===== src/tvr_pkg.sv =====
// ----------------------------------------------------------------------------
// tvr_pkg: shared constants for the tv regularized pixel update
// fixed-point formats and pipeline depth helpers used by all modules
// ----------------------------------------------------------------------------
package tvr_pkg;

	// fraction bits of a normalized contribution (q1.16)
	localparam int CFRAC = 16;
	// signed contribution in [-1, 1]
	localparam int CONTRIB_W = CFRAC + 2;
	// divergence, x and y differences of the four contributions
	localparam int DIVG_W = CFRAC + 4;
	// regularization weight, unsigned q0.16
	localparam int LAMBDA_W = 16;
	// lambda * divergence, signed
	localparam int PROD_W = LAMBDA_W + 1 + DIVG_W;
	// position of one in the denominator (q.32)
	localparam int ONE_SHIFT = 32;
	// signed denominator
	localparam int DENS_W = PROD_W + 1;
	// magnitude of a positive denominator
	localparam int DEN_W = ONE_SHIFT + 3;
	// partial remainder of the final divide
	localparam int REM_W = DEN_W + 1;

	// difference magnitude bits after dropping low bits of wide pixels
	function automatic int mag_width(input int pw);
		return (pw > 16) ? 16 : pw;
	endfunction

	// register stages from an input word to a registered contribution
	function automatic int contrib_latency(input int pw);
		return mag_width(pw) + 21;
	endfunction

endpackage


===== src/tvr_scale_div.sv =====
// ----------------------------------------------------------------------------
// tvr_scale_div: pipelined restoring divide of new_value * 2^32 by den
// one quotient bit a stage, with an up-front overflow check
// ----------------------------------------------------------------------------
module tvr_scale_div import tvr_pkg::*; #(
	parameter int PIXEL_WIDTH = 16
) (
	input  logic                   clk,
	input  logic                   en,
	input  logic [DEN_W-1:0]       den,
	input  logic [PIXEL_WIDTH-1:0] nv,
	output logic [PIXEL_WIDTH-1:0] quot,
	output logic                   ovf
);

	logic [REM_W-1:0]       rem_s [0:PIXEL_WIDTH];
	logic [DEN_W-1:0]       den_s [0:PIXEL_WIDTH];
	logic [PIXEL_WIDTH-1:0] q_s   [0:PIXEL_WIDTH];
	logic                   ovf_s [0:PIXEL_WIDTH];
	logic [REM_W-1:0]       rem0;

	// top of the dividend; at or above den the quotient needs more bits
	assign rem0 = REM_W'(nv) << (ONE_SHIFT - PIXEL_WIDTH);

	always_ff @(posedge clk) begin
		if (en) begin
			rem_s[0] <= rem0;
			den_s[0] <= den;
			q_s[0]   <= '0;
			ovf_s[0] <= rem0 >= {1'b0, den};
		end
	end

	for (genvar k = 0; k < PIXEL_WIDTH; k++) begin : g_step
		logic [REM_W-1:0] t;
		assign t = rem_s[k] << 1;
		always_ff @(posedge clk) begin
			if (en) begin
				if (t >= {1'b0, den_s[k]}) begin
					rem_s[k+1] <= t - {1'b0, den_s[k]};
					q_s[k+1]   <= {q_s[k][PIXEL_WIDTH-2:0], 1'b1};
				end else begin
					rem_s[k+1] <= t;
					q_s[k+1]   <= {q_s[k][PIXEL_WIDTH-2:0], 1'b0};
				end
				den_s[k+1] <= den_s[k];
				ovf_s[k+1] <= ovf_s[k];
			end
		end
	end

	assign quot = q_s[PIXEL_WIDTH];
	assign ovf  = ovf_s[PIXEL_WIDTH];

endmodule

===== config.mk =====
export PLATFORM = sky130hd
export DESIGN_NAME = tvr_scale_div
export DESIGN_NICKNAME = d
export VERILOG_FILES = /design/src/tvr_pkg.sv /design/src/tvr_scale_div.sv
export SDC_FILE = /design/constraint.sdc
export NUM_CORES = 2
export LEC_CHECK = 0
export BUFFER_PORTS_ARGS = -buffer_cell sky130_fd_sc_hd__clkbuf_2
export CAP_MARGIN = 0
export CORE_MARGIN = 2
export CORE_UTILIZATION = 40
export DETAILED_ROUTE_END_ITERATION = 8
export PLACE_DENSITY = 0.58
export SLEW_MARGIN = 15
export SYNTH_ARGS = -nofsm -noshare
export SYNTH_HDL_FRONTEND = slang
export SYNTH_SLANG_ARGS = --single-unit

===== constraint.sdc =====
create_clock -name clk -period 9.4 [get_ports clk]
set_clock_uncertainty 0.2 [all_clocks]
set_input_delay 1.88 -clock clk [delete_from_list [all_inputs] [get_ports clk]]
set_output_delay 1.88 -clock clk [all_outputs]
set_load 0.02 [all_outputs]

==> impl_results.md <==
* All-Layer GR Usage at between 15 and 20%
* Type of destination of the critical path: flip-flop
* HP Class: reg2reg
* Post-Synth Simple-Gate Area at slightly below 9%
* Cells after DPL at 8,713
* Layer carrying the most global-route usage: met2
* RSZ-0062 raised after global routing: false
* Synthesized cell area at a little over 0.07 mm²
* Clock Pin Slew Worst Setup and Hold Paths at 0.06 ns
* Yosys warns at 0
* Syn_area_per_cell at 11.3 µm²
* First-pass GRT wire length at 247,000 µm
* Nets at approximately 7,100
* Initial antenna violation count at 1
* Cell Count, Final, Fillers Out at around 9,000
* Clk_lat worst skew at roughly 0.77 ns
* Post-route ant nets at 0
* Dpl hpwl at 116,000 µm
* Total gr overflow at 0
* Comb pwr share at about 44%
* Largest family of logic cells by synthesized area: compound AO/OA/AOI/OAI gates
* Clk sink count at between 1,000 and 1,500
* Top_reg_cell synth: edfxtp_1
* Final hold slack at ~0.22 ns
* Post-Synth Adder-Cell Area at between 10% and 20%
* Leakage at about 0.033 µW
* Placed cell area at roughly 0.075 mm²
* Complex-gate fraction of the synthesized area at 14.8%
* Clock power share at between 20% and 30%
* DR WL/cell at about 17 µm
* CTS Root Cell: clkbuf_16
* Number of global-route vias before repair at slightly below 50,000
* Cts bufs inserted at roughly 150
* Largest net degree at the start of global routing at between 100 and 150
* Tcrit/Tclk final at 57.0%
* Fin. Hold Viols at 0
* Cell Int Power at around 17,000 µW
* H-tree Lvls at 4
* Initial Utilization at approximately two fifths
* Max Cap Violations at 0
* Port bufs at 69
* Most frequent cells in the layout: 1,253 x edfxtp_1, 652 x inv_1, 582 x a21oi_1, 557 x ha_1, 379 x nor2_1
* DIE AREA at around 0.18 mm²
* Share of power burned in registers at about 34%
* Longest Clk Path Bufs at 3
* Syn Nets at 7,037
* Most common cell after layout, fill and taps aside: edfxtp_1
* Reg area at approximately 0.038 mm²
* Die Ht at between 400 and 500 µm
* Number of fill cells in the layout at approximately 17,000
* Worst-Margin Slew at approximately 1.2 ns
* Grt met2 use at 31.7%
* Slew Viols, Final at 0
* Cts hold-fix bufs at 0
* Multi-input combinational cell area at about 0.032 mm²
* Setup TNS at 0 ns
* Grt met1 use at 16.5%
* Sw Ratio at around 35%
* Met3 usage at under 10%
* Setup Viol. Count Final at 0
* Min Tclk post-route at 5.36 ns
* Total wire length at about 150,000 µm
* Design Area, Final at approximately 0.08 mm²
* Flop and latch count out of synthesis at 1,254
* Row count at about 160
* Core Area at ~0.18 mm²
* CP Launch Type: flip-flop
* Vias/cell at ~5.3
* Cells after Synth at around 6,400
* DR iter-0 viols at ~2,700
* Number of synthesized flops with an enable pin at roughly 1,300
* Switching Power at 9170 µW
* Post-CTS Setup Bufs at 0
* Post_cts resized at 0
* Boundary Pins at 70
* Yosys cell types at 100
* GP Congestion at a little over 0.9
* DRC at 0
* CTS tree: done
* Register area share after synthesis at 52.0%
* Via Count at 47,200
* XOR/XNOR share of the synthesized area at 5.64%
* Async S/R FF share, synth at 0%
* PD cells at about 320 mW/mm²
* Worst slew margin at about a fifth
* Status: finished clean
* 1st-pass router iterations at 6
* Fmax at ~190 MHz
* Maximum fanout along the worst path at 52
* Share of cells above drive strength 1 at a little under a tenth
* CP required at 9.71 ns
* Die width at between 400 and 500 µm
* Maximum VDD drop at about 0.16 mV
* Area growth syn-to-layout at 10.5%
* WP data arrival at approximately 5.7 ns
* Mux cell area share after synthesis at ~4.3%
* Setup CP Type: reg2reg
routing by layer:
| metal | vias up | share of wire [%] |
|---|---|---|
| met3 | 452 | 2.7 |
| met5 | - | 0 |
| li1 | 23700 | - |
| met2 | 898 | 53 |
| met4 | 0 | 6.7 |
| met1 | 22200 | 38 |
cells by family after synthesis:
group | count (synthesis)
xor gates and xnor gates | 466
DFF | 1254
AOI/OAI and AO/OA | 1696
muxes | 265
adders and majority gates | 571
buffers and inverters | 832
and+or+nand+nor | 1329
final timing paths:
| kind | end | slack, ns | from | depth (start not counted) |
|---|---|---|---|---|
| hold reg to reg | q_s[15][4] | 0.22 | q_s[14][3] | 0 |
| setup / recovery | rem_s[7][3] | 4.04 | rem_s[6][0] | 11 |
| setup reg to reg | rem_s[7][3] | 4.04 | rem_s[6][0] | 11 |
| hold / removal | q_s[15][4] | 0.22 | q_s[14][3] | 0 |
synthesized netlist by cell type, types with 60 or more instances:
master,number,area share (%)
a21o_1,295,3.1
a21oi_1,584,4.0
clkbuf_1,126,0.65
edfxtp_1,1253,52
ha_1,557,9.6
inv_1,652,3.4
mux2_2,220,3.4
nand2_1,360,1.9
nand2b_1,68,0.59
nand3_1,97,0.67
nand4_1,98,0.85
nor2_1,379,2.0
nor2b_1,79,0.68
o21a_1,60,0.62
o21ai_0,335,2.3
xnor2_1,282,3.4
xor2_1,184,2.2
sequential cells by signal, summed over array words and instances (netlist names):
| register | cells |
|---|---|
| den_s | 560 |
| ovf_s | 17 |
| q_s | 136 |
| rem_s | 541 |
critical path, cell delays in order, from the launching register on:
cell      delay (ns)
edfxtp_1        0.44
fa_1            0.51
a211o_1         0.33
a211oi_1        0.45
o32ai_1         0.21
o41ai_1         0.72
o21ai_0         0.41
o41ai_1         0.64
o211a_1         0.35
o21ai_4         0.10
buf_4           0.31
mux2_2          0.35
cell type report:
| type | count | area share [%] |
|---|---|---|
| flip-flops and latches | 1254 | 47.0 |
| inverters | 653 | 3.06 |
| multi-input cells | 4327 | 39.4 |
| clock buffers | 187 | 4.94 |
| clock inverters | 78 | 0.932 |
| well taps | 2370 | 3.70 |
| repair buffers | 109 | 0.888 |
| diodes | 1 | 0.00313 |
stage by stage:
stage	util (%)	total power [µW]	setup slack, ns
6_report	44.4	25800	4.04
4_1_cts	44.4	26000	4.08
5_1_grt	44.4	27700	3.80
2_1_floorplan	-	17700	5.21
3_5_place_dp	41.8	20300	4.02
3_3_place_gp	41.8	20100	4.03
power by group through the flow:
stage,Sequential (µW),Combinational (µW),Clock [µW]
6_report,8880,11400,5580
5_1_grt,9030,12700,6000
4_1_cts,8880,11400,5760
3_5_place_dp,8990,11300,0
3_3_place_gp,9010,11100,0
2_1_floorplan,8690,9000,0
Note: power is estimated with default switching activity, not from simulation.
