### src/tvr_pkg.sv
// ----------------------------------------------------------------------------
// tvr_pkg: shared constants for the tv regularized pixel update
// fixed-point formats and pipeline depth helpers used by all modules
// ----------------------------------------------------------------------------
package tvr_pkg;

	// fraction bits of a normalized contribution (q1.16)
	localparam int CFRAC = 16;
	// signed contribution in [-1, 1]
	localparam int CONTRIB_W = CFRAC + 2;
	// divergence, x and y differences of the four contributions
	localparam int DIVG_W = CFRAC + 4;
	// regularization weight, unsigned q0.16
	localparam int LAMBDA_W = 16;
	// lambda * divergence, signed
	localparam int PROD_W = LAMBDA_W + 1 + DIVG_W;
	// position of one in the denominator (q.32)
	localparam int ONE_SHIFT = 32;
	// signed denominator
	localparam int DENS_W = PROD_W + 1;
	// magnitude of a positive denominator
	localparam int DEN_W = ONE_SHIFT + 3;
	// partial remainder of the final divide
	localparam int REM_W = DEN_W + 1;

	// difference magnitude bits after dropping low bits of wide pixels
	function automatic int mag_width(input int pw);
		return (pw > 16) ? 16 : pw;
	endfunction

	// register stages from an input word to a registered contribution
	function automatic int contrib_latency(input int pw);
		return mag_width(pw) + 21;
	endfunction

endpackage

### src/tvr_contrib.sv
// ----------------------------------------------------------------------------
// tvr_contrib: one normalized, minmod-limited forward difference
// pipelined square root (one result bit a stage) then a one-bit-a-stage divide
// ----------------------------------------------------------------------------
module tvr_contrib import tvr_pkg::*; #(
	parameter int PIXEL_WIDTH = 16
) (
	input  logic                        clk,
	input  logic                        en,
	input  logic signed [PIXEL_WIDTH:0] dp,
	input  logic signed [PIXEL_WIDTH:0] dm,
	output logic signed [CONTRIB_W-1:0] contrib
);

	localparam int AW  = mag_width(PIXEL_WIDTH);
	localparam int SH  = PIXEL_WIDTH - AW;
	localparam int SW  = 2 * AW + 1;
	localparam int RW  = AW + 1;
	localparam int NSQ = AW + 1;
	localparam int QW  = CFRAC + 1;

	logic                 pneg, mneg;
	logic [PIXEL_WIDTH:0] dp_abs, dm_abs;
	logic [AW-1:0]        ap, am, lim;

	logic [AW-1:0] ap_s1, lim_s1;
	logic          neg_s1;
	logic [SW-1:0] ap_w, lim_w;

	logic [SW-1:0] sq_v_s [0:NSQ];
	logic [SW-1:0] sq_r_s [0:NSQ];
	logic [AW-1:0] sq_a_s [0:NSQ];
	logic          sq_n_s [0:NSQ];

	logic [RW-1:0] dv_rem_s [0:QW];
	logic [RW-1:0] dv_r_s   [0:QW];
	logic [QW-1:0] dv_q_s   [0:QW];
	logic          dv_n_s   [0:QW];
	logic signed [CONTRIB_W-1:0] q_signed;

	// magnitudes and limiter; a zero difference counts as positive
	assign pneg   = dp[PIXEL_WIDTH];
	assign mneg   = dm[PIXEL_WIDTH];
	assign dp_abs = pneg ? (PIXEL_WIDTH+1)'(-dp) : (PIXEL_WIDTH+1)'(dp);
	assign dm_abs = mneg ? (PIXEL_WIDTH+1)'(-dm) : (PIXEL_WIDTH+1)'(dm);
	assign ap     = AW'(dp_abs[PIXEL_WIDTH-1:0] >> SH);
	assign am     = AW'(dm_abs[PIXEL_WIDTH-1:0] >> SH);
	assign lim    = (pneg == mneg) ? ((ap < am) ? ap : am) : '0;

	always_ff @(posedge clk) begin
		if (en) begin
			ap_s1  <= ap;
			lim_s1 <= lim;
			neg_s1 <= pneg;
		end
	end

	// sum of squares plus one lsb
	assign ap_w  = SW'(ap_s1);
	assign lim_w = SW'(lim_s1);

	always_ff @(posedge clk) begin
		if (en) begin
			sq_v_s[0] <= ap_w * ap_w + lim_w * lim_w + SW'(1);
			sq_a_s[0] <= ap_s1;
			sq_n_s[0] <= neg_s1;
		end
	end
	assign sq_r_s[0] = '0;

	// integer square root, one result bit a stage
	for (genvar k = 0; k < NSQ; k++) begin : g_sqrt
		localparam logic [SW-1:0] BITK = SW'(1) << (2 * (AW - k));
		logic [SW:0] trial;
		assign trial = {1'b0, sq_r_s[k]} + {1'b0, BITK};
		always_ff @(posedge clk) begin
			if (en) begin
				if ({1'b0, sq_v_s[k]} >= trial) begin
					sq_v_s[k+1] <= sq_v_s[k] - trial[SW-1:0];
					sq_r_s[k+1] <= (sq_r_s[k] >> 1) + BITK;
				end else begin
					sq_v_s[k+1] <= sq_v_s[k];
					sq_r_s[k+1] <= sq_r_s[k] >> 1;
				end
				sq_a_s[k+1] <= sq_a_s[k];
				sq_n_s[k+1] <= sq_n_s[k];
			end
		end
	end

	// (ap << 16) / r; ap <= r so the quotient fits 17 bits
	assign dv_rem_s[0] = RW'(sq_a_s[NSQ] >> 1);
	assign dv_r_s[0]   = sq_r_s[NSQ][RW-1:0];
	assign dv_q_s[0]   = '0;
	assign dv_n_s[0]   = sq_n_s[NSQ];

	for (genvar j = 0; j < QW; j++) begin : g_div
		logic          bin;
		logic [RW:0]   t, diff;
		assign bin  = (j == 0) ? sq_a_s[NSQ][0] : 1'b0;
		assign t    = {dv_rem_s[j], bin};
		assign diff = t - {1'b0, dv_r_s[j]};
		always_ff @(posedge clk) begin
			if (en) begin
				if (t >= {1'b0, dv_r_s[j]}) begin
					dv_rem_s[j+1] <= diff[RW-1:0];
					dv_q_s[j+1]   <= {dv_q_s[j][QW-2:0], 1'b1};
				end else begin
					dv_rem_s[j+1] <= t[RW-1:0];
					dv_q_s[j+1]   <= {dv_q_s[j][QW-2:0], 1'b0};
				end
				dv_r_s[j+1] <= dv_r_s[j];
				dv_n_s[j+1] <= dv_n_s[j];
			end
		end
	end

	assign q_signed = signed'({1'b0, dv_q_s[QW]});

	always_ff @(posedge clk) begin
		if (en) begin
			contrib <= dv_n_s[QW] ? -q_signed : q_signed;
		end
	end

endmodule

### config.mk
export PLATFORM = sky130hd
export DESIGN_NAME = tvr_contrib
export DESIGN_NICKNAME = d
export VERILOG_FILES = /design/src/tvr_pkg.sv /design/src/tvr_contrib.sv
export SDC_FILE = /design/constraint.sdc
export NUM_CORES = 2
export LEC_CHECK = 0
export ABC_AREA = 1
export BUFFER_PORTS_ARGS = -buffer_cell sky130_fd_sc_hd__buf_2
export CELL_PAD_IN_SITES_DETAIL_PLACEMENT = 1
export CELL_PAD_IN_SITES_GLOBAL_PLACEMENT = 2
export CORE_ASPECT_RATIO = 0.7
export CORE_MARGIN = 8
export CORE_UTILIZATION = 46
export CTS_CLUSTER_DIAMETER = 80
export DETAILED_ROUTE_END_ITERATION = 7
export PLACE_DENSITY_LB_ADDON = 0.25
export RECOVER_POWER = 25
export SYNTH_ARGS = -nofsm -noshare
export SYNTH_HDL_FRONTEND = slang
export SYNTH_SLANG_ARGS = --single-unit
### constraint.sdc
create_clock -name clk -period 15.75 [get_ports clk]
set_input_delay 1.575 -clock clk [delete_from_list [all_inputs] [get_ports clk]]
set_output_delay 1.575 -clock clk [all_outputs]
set_load 0.02 [all_outputs]
==> results.ini <==
[detailed_routing]
num_vias = 77100
antenna_left = 0
route.detailed.drc = 0
via_per_inst = 5.29
wl_per_cell_um = 20.7
dr.pass1.iters = 5
drt-initial-drc-count = 6216
wl_um = 301000

[min_path]
hold_class = reg -> reg
worstHoldEndpoint = sq_n_s[7]
worstHoldPathCells = 0
min_from = sq_n_s[6]

[grt]
met3_usage = 0.0385
grt_first_pass_wirelength_um = 468000
grt_use_met1 = 0.372
grt_max_degree = 171
grt_usage = 0.240
antenna_found_initial = 9
grt_pass1_vias = 80500
grt_most_used_layer = met1
grt_overflow = 0
grt_util_met2 = 0.355

[timing]
finalClockSkew_ns = 0.0947
post-route-min-period_ns = 7.71
final.period_utilization = 0.490
slew-limit-headroom = 0.174
setup_ws_ns = 8.04
setup_violations = 0
holdWs_ns = 0.396
maxSlewViolCount = 0
finalHoldViolations = 0
max_slew.worst_pin.slew_ns = 1.23
rsz0062_at_grt = no
max_freq_mhz = 130
fin_tns_setup_ns = 0

[synthesis]
synth_top_area_cell = edfxtp_1
yosysSeqAreaShare = 0.500
synthCells = 11300
synth_edf_count = 1785
ys_async_sr_fraction = 0
ys_warn_count = 0
avgSynthCellArea_um2 = 9.51
synth.top_cell.area_share = 0.500
netlist_area_um2 = 107000
synth_nets = 12400
synth_flop_cell = edfxtp_1
ys_types = 56
synthTopCellsByArea = edfxtp_1 50%, nand2_1 11%, ha_1 7.8%
ys_ff_latch = 1785

[cts]
cts_tree = yes
cts_setup_buffers = 0
worstSkewPairLatency_ns = 0.88
clockBufferDepth = 4
cts_root_buffer = clkbuf_16
cts.sinks = 1785
numCtsBuffers = 186
holdBufCountCts = 0
htreeDepth = 4
clk_pin_slew_worst_paths_ns = 0.06
cts.repair.resized = 0

[final_layout]
multiInputGateArea_um2 = 45000
nNetsFinal = 12500
drive_gt1_frac = 0.0410
syn_to_final_growth_pct = 8.87
fillCellCount = 26200
seq_area_um2 = 53600

[flow_run]
drv_cap = 0

[worst_setup_path]
r2r_end = sq_v_s[0][32]
required_ns = 16.34
r2r_setup_slack_ns = 8.04
crit_path_start_kind = flop
critPathMaxFanout = 17
crit_arrival_ns = 8.30
path_class = reg -> reg
reg2reg_from = ap_s1[13]
rr_worst_depth = 22
cp-end-kind = flop

[placed_design]
portBuffers = 53
place_ws_ns = 8.16
hpwlAfterDp_um = 235000
gp_congestion = 0.886

[floorplanning]
die_height_um = 420
rows = 148
num_io_pins = 54
core_region_area_um2 = 232000
die_w_um = 593
die-area_um2 = 249000
initial_core_util = 0.462

[status]
status = completed

## synthesized netlist by cell type, types with 6 or more instances
| library cell | n |
|---|---|
| a31oi_2 | 14 |
| o21ai_2 | 18 |
| nand3_1 | 698 |
| o21a_1 | 6 |
| nand2_1 | 3048 |
| nor2_1 | 807 |
| xor2_1 | 248 |
| nor3_1 | 99 |
| fa_1 | 406 |
| o21ai_1 | 22 |
| clkbuf_1 | 102 |
| nand2_2 | 31 |
| a21oi_1 | 423 |
| edfxtp_1 | 1785 |
| or2_2 | 10 |
| buf_6 | 20 |
| a21o_1 | 27 |
| o21bai_1 | 31 |
| nand3b_1 | 116 |
| ha_1 | 671 |
| nor4_1 | 24 |
| buf_2 | 49 |
| o21ai_0 | 236 |
| inv_1 | 2037 |
| nand4_1 | 160 |
| and2_1 | 24 |
| buf_4 | 7 |
| nor2_2 | 10 |
| xnor2_1 | 65 |
## stage by stage
| stage | cells | utilization | instance area, µm² |
|---|---|---|---|
| 2_1_floorplan | 11300 | - | 107000 |
| 3_3_place_gp | 14200 | 0.477 | 111000 |
| 3_5_place_dp | 14200 | 0.477 | 111000 |
| 4_1_cts | 14600 | 0.503 | 117000 |
| 5_1_grt | 14600 | 0.503 | 117000 |
| 6_report | 14600 | 0.503 | 117000 |
## cell usage in the layout, fill, tap and decap left out, drive strengths merged, types with 19 or more instances in the layout
master	count
fa	406
ha	671
bufinv	21
nor4	24
a31oi	19
edfxtp	1785
xor2	248
nor3	100
nand4	164
and2	25
inv	2051
nor2	821
buf	91
a21o	27
xnor2	65
clkinv	62
clkbuf	218
a21oi	428
nand3	703
nand2	3084
nand3b	116
o21ai	276
o21bai	31
## registers in the layout, indices dropped and copies added (netlist names), 16 cells and up
| name | count |
|---|---|
| sq_a_s | 288 |
| lim_s1 | 16 |
| sq_r_s | 136 |
| contrib | 18 |
| ap_s1 | 16 |
| dv_r_s | 289 |
| sq_n_s | 18 |
| dv_rem_s | 272 |
| dv_q_s | 153 |
| dv_n_s | 17 |
| sq_v_s | 561 |
## worst max path at each step
stage                          from             to  slack [ns]  depth (start not counted)
final                     ap_s1[13]  sq_v_s[0][32]        8.04                         22
after global routing      ap_s1[13]  sq_v_s[0][32]        7.62                         22
after CTS                 ap_s1[13]  sq_v_s[0][32]        8.10                         22
after detailed placement  ap_s1[13]  sq_v_s[0][32]        8.16                         23
after global placement    ap_s1[13]  sq_v_s[0][32]        8.24                         23
after floorplan            ap_s1[0]  sq_v_s[0][19]        9.11                         23
## layer usage
| layer | wire length [µm] | share of wire | up-vias |
|---|---|---|---|
| met5 | 13 | 0.000043 | - |
| met4 | 6010 | 0.020 | 2 |
| met3 | 18100 | 0.060 | 344 |
| met2 | 126000 | 0.42 | 1799 |
| met1 | 151000 | 0.50 | 38300 |
| li1 | - | - | 36700 |
## kinds of logic after synthesis
kind of cell    count (synthesis)  synth area share
fa+ha+maj                    1077             0.154
xor+xnor                      313            0.0256
buf+inv                      2224            0.0802
simple gates                 5060             0.198
flops                        1785             0.500
compound gates                803            0.0413
mux                             1          0.000105
## layout make-up
| type | count | share of cell area |
|---|---|---|
| Timing Repair Buffer | 91 | 0.00506 |
| Antenna cell | 2 | 0.0000429 |
| Inverter | 2041 | 0.0657 |
| Clock inverter | 109 | 0.0100 |
| Sequential cell | 1785 | 0.459 |
| Multi-Input combinational cell | 7254 | 0.385 |
| Tap cell | 3075 | 0.0330 |
| Clock buffer | 218 | 0.0413 |
## critical path, cell delays in order (launching register included)
cell and delay [ns]:
edfxtp_1 1.05, nand2_1 0.29, fa_1 0.61, inv_1 0.06
fa_1 0.53, inv_1 0.05, fa_1 0.47, fa_1 0.51
inv_1 0.05, fa_1 0.46, fa_1 0.52, fa_1 0.62
inv_1 0.08, fa_1 0.54, inv_1 0.04, ha_1 0.35
a21oi_1 0.11, o21ai_0 0.43, a21oi_1 0.09, nand2_1 0.25
nand2_1 0.14, nand3b_1 0.11, nand2_1 0.06
Power is not shown: default switching activity piles up to over one toggle a cycle in this logic, so the estimate is an artifact.
